**src/design/sgbt_pkg.sv**
```systemverilog
`default_nettype none

package sgbt_pkg;

    typedef enum logic [1:0] {
        REQ_LIVE   = 2'd0,
        REQ_SAMPLE = 2'd1,
        REQ_TICK   = 2'd2
    } t_req_type;

    localparam int SEQ_W  = 31;
    localparam int STAT_W = 32;
    localparam int ATT_W  = 4;
    localparam int TICK_W = 16;
    localparam int CFG_IDX_W  = 2;
    localparam int CFG_DATA_W = 16;

    typedef logic [SEQ_W-1:0]  t_seq;
    typedef logic [STAT_W-1:0] t_stat;
    typedef logic [ATT_W-1:0]  t_att;
    typedef logic [TICK_W-1:0] t_tick;

    localparam logic [CFG_IDX_W-1:0] CFG_MAX_ATTEMPTS  = 2'd0;
    localparam logic [CFG_IDX_W-1:0] CFG_RETRY_TICKS   = 2'd1;
    localparam logic [CFG_IDX_W-1:0] CFG_BACKOFF_TICKS = 2'd2;

    localparam t_att  MAX_ATTEMPTS_RST  = 4'd6;
    localparam t_tick RETRY_TICKS_RST   = 16'd5000;
    localparam t_tick BACKOFF_TICKS_RST = 16'd8000;

endpackage

`default_nettype wire

```
**src/design/sequence_gap_backfill_tracker.sv**
```systemverilog
`default_nettype none

// Channel   | Direction | Handshake                | Payload
// ----------+-----------+--------------------------+------------------------------------------
// input     | in        | i_in_valid / o_in_ready  | i_req_type, i_seq_count, i_delivered
// result    | out       | o_out_valid / i_out_ready| o_send_request .. o_backfill_active
// config    | in        | i_cfg_we (no wait)       | i_cfg_idx, i_cfg_data
//
// One word in per cycle, one result word out per cycle, unless the result side stalls;
// each word passes the input register, then the state update into the result register.
// The state update is a single pass of compares and adds on the stage-one word.
// Reset is synchronous, active low, and clears all tracking state and the map.
// A stalled result register holds stage one; input ready falls only when both are full.
module sequence_gap_backfill_tracker #(
    parameter int WINDOW = 32
) (
    input  wire                                 i_clk,
    input  wire                                 i_rst_n,
    input  wire                                 i_in_valid,
    output logic                                o_in_ready,
    input  sgbt_pkg::t_req_type                 i_req_type,
    input  wire  [sgbt_pkg::SEQ_W-1:0]          i_seq_count,
    input  wire                                 i_delivered,
    output logic                                o_out_valid,
    input  wire                                 i_out_ready,
    output logic                                o_send_request,
    output logic [sgbt_pkg::SEQ_W-1:0]          o_request_from,
    output logic [sgbt_pkg::SEQ_W-1:0]          o_request_to,
    output logic [sgbt_pkg::SEQ_W-1:0]          o_miss_gap,
    output logic [sgbt_pkg::STAT_W-1:0]         o_miss_total,
    output logic [sgbt_pkg::STAT_W-1:0]         o_packet_total,
    output logic                                o_counter_reset,
    output logic                                o_range_complete,
    output logic                                o_round_restarted,
    output logic                                o_backfill_active,
    input  wire                                 i_cfg_we,
    input  wire  [sgbt_pkg::CFG_IDX_W-1:0]      i_cfg_idx,
    input  wire  [sgbt_pkg::CFG_DATA_W-1:0]     i_cfg_data
);
    import sgbt_pkg::*;

    localparam int GOT_W = $clog2(WINDOW + 1);

    // configuration
    t_att  r_max_attempts;
    t_tick r_retry_ticks;
    t_tick r_backoff_ticks;

    // stage one
    logic      r_s1_valid;
    t_req_type r_s1_type;
    t_seq      r_s1_seq;
    logic      r_s1_dlv;

    // tracking state
    t_seq              r_last, n_last;
    logic              r_have, n_have;
    t_seq              r_gap, n_gap;
    t_stat             r_drop, n_drop;
    t_stat             r_pkt, n_pkt;
    logic              r_open, n_open;
    t_seq              r_from, n_from;
    t_seq              r_to, n_to;
    t_att              r_att, n_att;
    logic [GOT_W-1:0]  r_got, n_got;
    logic [WINDOW-1:0] r_map, n_map;
    t_tick             r_wait, n_wait;

    logic n_send, n_creset, n_complete, n_restarted;

    logic r_out_valid;
    logic w_advance;

    // datapath helpers
    t_seq              w_gap_raw;
    logic              w_gt;
    logic [STAT_W:0]   w_pkt_sum;
    logic [STAT_W:0]   w_drop_sum;
    t_stat             w_drop_base;
    t_seq              w_idx;
    logic [WINDOW-1:0] w_sel;
    logic              w_in_win;
    logic              w_new_mark;
    logic [GOT_W-1:0]  w_got_inc;
    t_stat             w_span;

    assign w_advance  = r_s1_valid && (!r_out_valid || i_out_ready);
    assign o_in_ready = !r_s1_valid || w_advance;
    assign o_out_valid = r_out_valid;

    assign w_gt      = r_s1_seq > r_last;
    assign w_gap_raw = w_gt ? (r_s1_seq - r_last - SEQ_W'(1)) : '0;
    assign w_pkt_sum = {1'b0, r_pkt} + (STAT_W+1)'(1);
    assign w_span    = {1'b0, r_to - r_from} + STAT_W'(1);
    assign w_idx     = r_s1_seq - r_from;
    assign w_in_win  = r_s1_dlv && r_open && (r_s1_seq >= r_from) && (r_s1_seq <= r_to);

    always_comb begin
        for (int i = 0; i < WINDOW; i++) begin
            w_sel[i] = w_in_win && (w_idx == SEQ_W'(i));
        end
    end

    assign w_new_mark = |(w_sel & ~r_map);
    assign w_got_inc  = r_got + GOT_W'(w_new_mark);

    always_comb begin
        n_last = r_last;
        n_have = r_have;
        n_gap  = r_gap;
        n_drop = r_drop;
        n_pkt  = r_pkt;
        n_open = r_open;
        n_from = r_from;
        n_to   = r_to;
        n_att  = r_att;
        n_got  = r_got;
        n_map  = r_map;
        n_wait = r_wait;
        n_send      = 1'b0;
        n_creset    = 1'b0;
        n_complete  = 1'b0;
        n_restarted = 1'b0;
        w_drop_base = r_drop;
        w_drop_sum  = '0;

        case (r_s1_type)
            REQ_LIVE: begin
                n_pkt = w_pkt_sum[STAT_W] ? '1 : w_pkt_sum[STAT_W-1:0];
                if (!r_have) begin
                    n_have = 1'b1;
                    n_gap  = '0;
                    n_drop = '0;
                end else begin
                    if (!w_gt) begin
                        n_creset    = 1'b1;
                        w_drop_base = '0;
                    end
                    n_gap  = w_gap_raw;
                    n_drop = w_drop_base;
                    if (w_gap_raw != '0) begin
                        w_drop_sum = {1'b0, w_drop_base} + {2'b00, w_gap_raw};
                        n_drop = w_drop_sum[STAT_W] ? '1 : w_drop_sum[STAT_W-1:0];
                        // a window already open keeps its range
                        if (!r_open) begin
                            n_open = 1'b1;
                            n_from = r_last + SEQ_W'(1);
                            n_to   = r_s1_seq - SEQ_W'(1);
                            n_att  = '0;
                            n_got  = '0;
                            n_map  = '0;
                            n_wait = '0;
                        end
                    end
                end
                n_last = r_s1_seq;
            end
            REQ_SAMPLE: begin
                if (w_in_win) begin
                    n_map = r_map | w_sel;
                    n_got = w_got_inc;
                    if (STAT_W'(w_got_inc) >= w_span) begin
                        n_open     = 1'b0;
                        n_att      = '0;
                        n_got      = '0;
                        n_complete = 1'b1;
                    end
                end
            end
            REQ_TICK: begin
                if (r_open) begin
                    if (r_wait > TICK_W'(1)) begin
                        n_wait = r_wait - TICK_W'(1);
                    end else begin
                        n_wait = '0;
                        if (r_att >= r_max_attempts) begin
                            if (STAT_W'(r_got) < w_span) begin
                                n_att       = '0;
                                n_wait      = r_backoff_ticks;
                                n_restarted = 1'b1;
                            end else begin
                                n_open = 1'b0;
                            end
                        end else begin
                            n_send = 1'b1;
                            n_att  = r_att + ATT_W'(1);
                            n_wait = r_retry_ticks;
                        end
                    end
                end
            end
            default: begin
                // unused code: drop the word, report state unchanged
            end
        endcase
    end

    always_ff @(posedge i_clk) begin
        if (!i_rst_n) begin
            r_max_attempts  <= MAX_ATTEMPTS_RST;
            r_retry_ticks   <= RETRY_TICKS_RST;
            r_backoff_ticks <= BACKOFF_TICKS_RST;
        end else if (i_cfg_we) begin
            case (i_cfg_idx)
                CFG_MAX_ATTEMPTS:  r_max_attempts  <= i_cfg_data[ATT_W-1:0];
                CFG_RETRY_TICKS:   r_retry_ticks   <= i_cfg_data[TICK_W-1:0];
                CFG_BACKOFF_TICKS: r_backoff_ticks <= i_cfg_data[TICK_W-1:0];
                default: begin
                end
            endcase
        end
    end

    always_ff @(posedge i_clk) begin
        if (!i_rst_n) begin
            r_s1_valid <= 1'b0;
        end else if (o_in_ready) begin
            r_s1_valid <= i_in_valid;
        end
    end

    always_ff @(posedge i_clk) begin
        if (i_in_valid && o_in_ready) begin
            r_s1_type <= i_req_type;
            r_s1_seq  <= i_seq_count;
            r_s1_dlv  <= i_delivered;
        end
    end

    always_ff @(posedge i_clk) begin
        if (!i_rst_n) begin
            r_last <= '0;
            r_have <= 1'b0;
            r_gap  <= '0;
            r_drop <= '0;
            r_pkt  <= '0;
            r_open <= 1'b0;
            r_from <= '0;
            r_to   <= '0;
            r_att  <= '0;
            r_got  <= '0;
            r_map  <= '0;
            r_wait <= '0;
        end else if (w_advance) begin
            r_last <= n_last;
            r_have <= n_have;
            r_gap  <= n_gap;
            r_drop <= n_drop;
            r_pkt  <= n_pkt;
            r_open <= n_open;
            r_from <= n_from;
            r_to   <= n_to;
            r_att  <= n_att;
            r_got  <= n_got;
            r_map  <= n_map;
            r_wait <= n_wait;
        end
    end

    always_ff @(posedge i_clk) begin
        if (!i_rst_n) begin
            r_out_valid <= 1'b0;
        end else if (w_advance) begin
            r_out_valid <= 1'b1;
        end else if (i_out_ready) begin
            r_out_valid <= 1'b0;
        end
    end

    always_ff @(posedge i_clk) begin
        if (w_advance) begin
            o_send_request    <= n_send;
            o_request_from    <= n_open ? n_from : '0;
            o_request_to      <= n_open ? n_to : '0;
            o_miss_gap        <= n_gap;
            o_miss_total      <= n_drop;
            o_packet_total    <= n_pkt;
            o_counter_reset   <= n_creset;
            o_range_complete  <= n_complete;
            o_round_restarted <= n_restarted;
            o_backfill_active <= n_open;
        end
    end

    // map population tracks the fill count while a window is open
    a_map_count: assert property (@(posedge i_clk) disable iff (!i_rst_n)
        r_open |-> ($countones(r_map) == int'(r_got)))
        else $error("got count disagrees with marked map entries");

    a_window_order: assert property (@(posedge i_clk) disable iff (!i_rst_n)
        r_open |-> (r_to >= r_from))
        else $error("open window has inverted bounds");

    a_closed_bounds: assert property (@(posedge i_clk) disable iff (!i_rst_n)
        (r_out_valid && !o_backfill_active) |->
            (o_request_from == '0 && o_request_to == '0 && !o_send_request))
        else $error("closed window reports bounds or a request");

    a_reset_gap: assert property (@(posedge i_clk) disable iff (!i_rst_n)
        (r_out_valid && o_counter_reset) |-> (o_miss_gap == '0 && o_miss_total == '0))
        else $error("counter reset left drop statistics");

    a_restart_quiet: assert property (@(posedge i_clk) disable iff (!i_rst_n)
        (r_out_valid && o_round_restarted) |-> (!o_send_request && o_backfill_active))
        else $error("backoff start with a request or closed window");

endmodule

`default_nettype wire

```
**config.mk**
```make
export PLATFORM = sky130hd
export DESIGN_NAME = sequence_gap_backfill_tracker
export DESIGN_NICKNAME = d
export VERILOG_FILES = /design/src/design/sgbt_pkg.sv /design/src/design/sequence_gap_backfill_tracker.sv
export SDC_FILE = /design/constraint.sdc
export NUM_CORES = 1
export LEC_CHECK = 0
export BUFFER_PORTS_ARGS = -buffer_cell sky130_fd_sc_hd__buf_4
export CAP_MARGIN = 40
export CORE_MARGIN = 2
export CORE_UTILIZATION = 45
export DETAILED_ROUTE_END_ITERATION = 6
export GPL_TIMING_DRIVEN = 0
export PLACE_DENSITY = 0.69
export SYNTH_ARGS = -nofsm -noshare
export SYNTH_HDL_FRONTEND = slang
export SYNTH_SLANG_ARGS = --single-unit
```
**constraint.sdc**
```tcl
create_clock -name i_clk -period 9.39 [get_ports i_clk]
set_input_delay 1.878 -clock i_clk [delete_from_list [all_inputs] [get_ports i_clk]]
set_output_delay 1.878 -clock i_clk [all_outputs]
set_load 0.01 [all_outputs]
```
==> impl_results.md <==
- Netlist Area Pre-Place: 0.0308 sq mm
- Final Skew: 0.0152 ns
- Gate power share: 14.2%
- GP Congestion: 0.981
- Minimum clock period: 8.80 ns
- All-Layer GR Usage: 27.7%
- NetSw: 1.43 mW
- Starting DRC count in detailed routing: 2888
- Bufs and invs on worst path: 4
- CTS tree: yes
- Sequential share of the synthesized area: 37.7%
- Internal Pwr Total: 3.82 mW
- Most frequent cell after synthesis: nand2_1
- I/O pin count: 221
- Final hold slack: 0.457 ns
- Worst path top cell family by delay: compound AO/OA/AOI/OAI gates
- Initial antenna violation count: 3
- CTS Root Cell: clkbuf_16
- Clk_lat worst skew: 0.62 ns
- Main area contributors after synthesis: edfxtp_1, dfxtp_1, ha_1, nand2_1, nor2_1
- Seq. cell area: 0.0116 sq mm
- Ys Warns: 0
- Mapped Cells: 3563
- Pre-antenna DRT Iters: 6
- Max Cap Violations: 0
- Hold Crit Class: register to register
- Largest net degree at the start of global routing: 71
- Clock power frac: 42.4%
- #FFs+latches synth: 482
- Area fraction of the dominant cell type after synthesis: 19.1%
- CP Class: register to register
- Sequential power share: 43.3%
- Status: complete, no violations
- Flop2flop setup slack: 0.59 ns
- Die W: 266 microns
- Pins Over Slew Limit: 0
- Main flop type after synthesis: dfxtp_1
- Worst r2r dst: o_miss_total[26]$_DFFE_PP_
- Sink Count: 482
- CTS buffer count: 53
- Avg Cell Area, Syn: 8.64 sq um
- Cell row count: 95
- Number of routed nets with antenna violations: 0
- First-pass GRT wire length: 153000 microns
- Setup violations, final: 0
- Leak: 14.4 nW
- Average wire per standard cell: 21.1 microns
- Ys async rst share: 0%
- R2R depth: 26
- DPL Wire Length: 77500 microns
- CTS clock-pin slew for the worst setup and hold paths: 0.06 ns
- Peak supply drop: 159 uV
- Footprint of the multi-input gates: 0.0177 sq mm
- Final Hold Vio Count: 0
- Buffers on Ports: 219
- Total wire length: 101000 microns
- Setup WS post-layout: 0.594 ns
- CP required: 9.76 ns
- Layout overhead on the synthesized area: 15.6%
- Critical Path Source: r_s1_seq[10]$_DFFE_PP_
- Maximum buffer depth of the clock tree: 3
- RSZ-0062 raised after global routing: false
- Commonest cells post-synth: nand2_1, nor2_1, dfxtp_1, edfxtp_1, inv_1
- Cell variety after synth: 96
- DIE AREA: 0.0705 sq mm
- Filler cells: 6228
- Instance count on the critical path: 26
- Layout cells sized above 1: 10.4%
- # DRC: 0
- Post-synth EDFFs: 196
- Top cell by count, worst path: clkbuf_1
- Yosys top cell by area: edfxtp_1
- Crit start category: register
- Final net count: 4094
- Post-Place Worst Slack: 0.498 ns
- Critical path capture point type: register
- Net count after synthesis: 3803
- Setup crit end: o_miss_total[26]$_DFFE_PP_
- Initial Utilization: 45.7%
- Hold Buf Count CTS: 0
- Reg-to-reg startpoint: r_s1_seq[10]$_DFFE_PP_
- Fmax: 0.114 GHz
- Switching share of power: 27.3%
- Post-CTS setup buffers: 0
- Gr ovfl total: 0
- Via count: 28600
- Total Neg Setup Slack: 0 ns
- Least-Margin Pin Slew: 0.936 ns
- Tcrit/Tclk final: 93.7%
- Cell area power density: 148 mW/mm^2
- CP Max Fanout: 10
- Via density: 6.00
- CP max stage delay: 0.77 ns
- Die height: 266 microns
- Core ar.: 0.0674 sq mm
- Arrival time worst endpoint: 9.16 ns
- CP max-delay cell: edfxtp_1
- Vias in the first global route: 26300
- Relative slew margins: 37.1%
- Htree depth: 2
-- worst register-to-register path, cell delays in order, from the launching register on --
cell and delay [ns]:
edfxtp_1 0.77, ha_1 0.35, clkbuf_1 0.20, a21oi_1 0.29, o21ai_0 0.15, a31oi_1 0.60
o31a_1 0.25, o211ai_1 0.11, o21a_1 0.23, clkbuf_1 0.39, clkbuf_1 0.37, and2_1 0.30
ha_1 0.24, fa_1 0.42, a21o_1 0.18, a21oi_1 0.30, o21ai_0 0.20, a41o_1 0.32
a31oi_1 0.47, o31a_1 0.24, a21oi_1 0.16, o221ai_1 0.30, a211oi_2 0.21, nor2_2 0.40
clkbuf_1 0.49, o21ai_0 0.31, a32o_1 0.32
-- routing by layer --
metal | vias up | track usage (%) | share of wire, %
li1 | 13600 | - | -
met1 | 13600 | 38.6 | 44
met2 | 1169 | 43.6 | 44
met3 | 215 | 3.80 | 7.6
met4 | 0 | 10.7 | 4.3
met5 | - | 0 | 0
-- placed cells by master (no fill, tap or decap), types with 33 or more instances in the layout --
master / instances
ha_1: 179
nand3_1: 98
inv_1: 193
o211a_1: 63
a21oi_1: 190
xnor2_1: 118
a211oi_1: 79
a22o_1: 90
dfxtp_1: 286
a21boi_0: 37
and3_1: 33
xor2_1: 54
and2_1: 46
clkbuf_16: 54
a22oi_1: 50
nand2_1: 454
or3_1: 36
a21o_1: 44
buf_4: 222
a31oi_1: 35
o21ai_0: 158
nor2_1: 299
clkbuf_1: 176
nor2b_1: 37
nor3_1: 91
edfxtp_1: 196
nand4_1: 42
o21a_1: 61
-- state kept, by name, summed over array words and instances, names as in the netlist, 4 cells and up --
| signal | count |
|---|---|
| o_miss_total | 32 |
| r_from | 31 |
| r_backoff_ticks | 16 |
| r_pkt | 32 |
| o_request_from | 31 |
| o_miss_gap | 31 |
| r_att | 4 |
| r_max_attempts | 4 |
| r_to | 31 |
| r_gap | 31 |
| r_got | 6 |
| r_map | 32 |
| r_drop | 32 |
| r_s1_seq | 31 |
| r_retry_ticks | 16 |
| o_request_to | 31 |
| r_last | 31 |
| o_packet_total | 32 |
| r_wait | 16 |
-- power groups by stage --
| stage | combinational [mW] | sequential (mW) | clock [mW] |
|---|---|---|---|
| after floorplan | 0.471 | 2.32 | 0 |
| after global placement | 0.718 | 2.33 | 0 |
| after detailed placement | 0.731 | 2.32 | 0 |
| after CTS | 0.735 | 2.27 | 2.25 |
| after global routing | 0.812 | 2.28 | 2.34 |
| final | 0.747 | 2.28 | 2.23 |
-- final cells by class --
class	instances	area share, %
diodes	1	0.00704
plain buffers	191	2.22
clock buffers	68	4.00
clock inverters	31	1.15
inverters	193	2.04
multi-input cells	2697	49.7
flip-flops and latches	482	32.6
well taps	873	3.07
repair buffers	236	5.18
-- timing repair --
action / in CTS / in global routing
endpoints found under the setup margin: 0 / 23
resized for setup: 0 / 2
endpoints found under the hold margin: 0 / 0
-- how the worst min path moves through the flow --
stage | slack, ns | depth (start not counted) | start | end
4_1_cts | 0.46 | 2 | r_last[26]$_SDFFE_PN0P_ | r_last[26]$_SDFFE_PN0P_
5_1_grt | 0.47 | 2 | r_last[26]$_SDFFE_PN0P_ | r_last[26]$_SDFFE_PN0P_
3_5_place_dp | 0.45 | 2 | r_last[9]$_SDFFE_PN0P_ | r_last[9]$_SDFFE_PN0P_
2_1_floorplan | 0.43 | 2 | r_map[9]$_SDFFE_PN0P_ | r_map[9]$_SDFFE_PN0P_
3_3_place_gp | 0.44 | 1 | r_map[17]$_SDFFE_PN0P_ | r_map[17]$_SDFFE_PN0P_
6_report | 0.46 | 2 | r_last[26]$_SDFFE_PN0P_ | r_last[26]$_SDFFE_PN0P_
-- cells by family (layout without fill, tap and decap cells) --
group | Yosys count | in the layout | synth area share (%)
AOI/OAI and AO/OA | 1021 | 1021 | 23.8
xor gates and xnor gates | 172 | 172 | 4.90
adders and majority gates | 183 | 183 | 7.54
buffers and inverters | 384 | 719 | 4.90
DFF | 482 | 482 | 37.7
muxes | 39 | 39 | 1.38
other | 0 | 1 | 0
and+or+nand+nor | 1282 | 1282 | 19.7
-- stage by stage --
stage               util [%]  power (mW)  instance area, sq um  cells
floorplan                  -        2.79                 30800   3563
global placement        49.7        3.05                 33500   4655
detailed placement      50.0        3.05                 33700   4671
CTS                     52.7        5.26                 35500   4770
global route            52.8        5.43                 35600   4771
finish                  52.8        5.25                 35600   4772
Note: power is estimated with default switching activity, not from simulation.
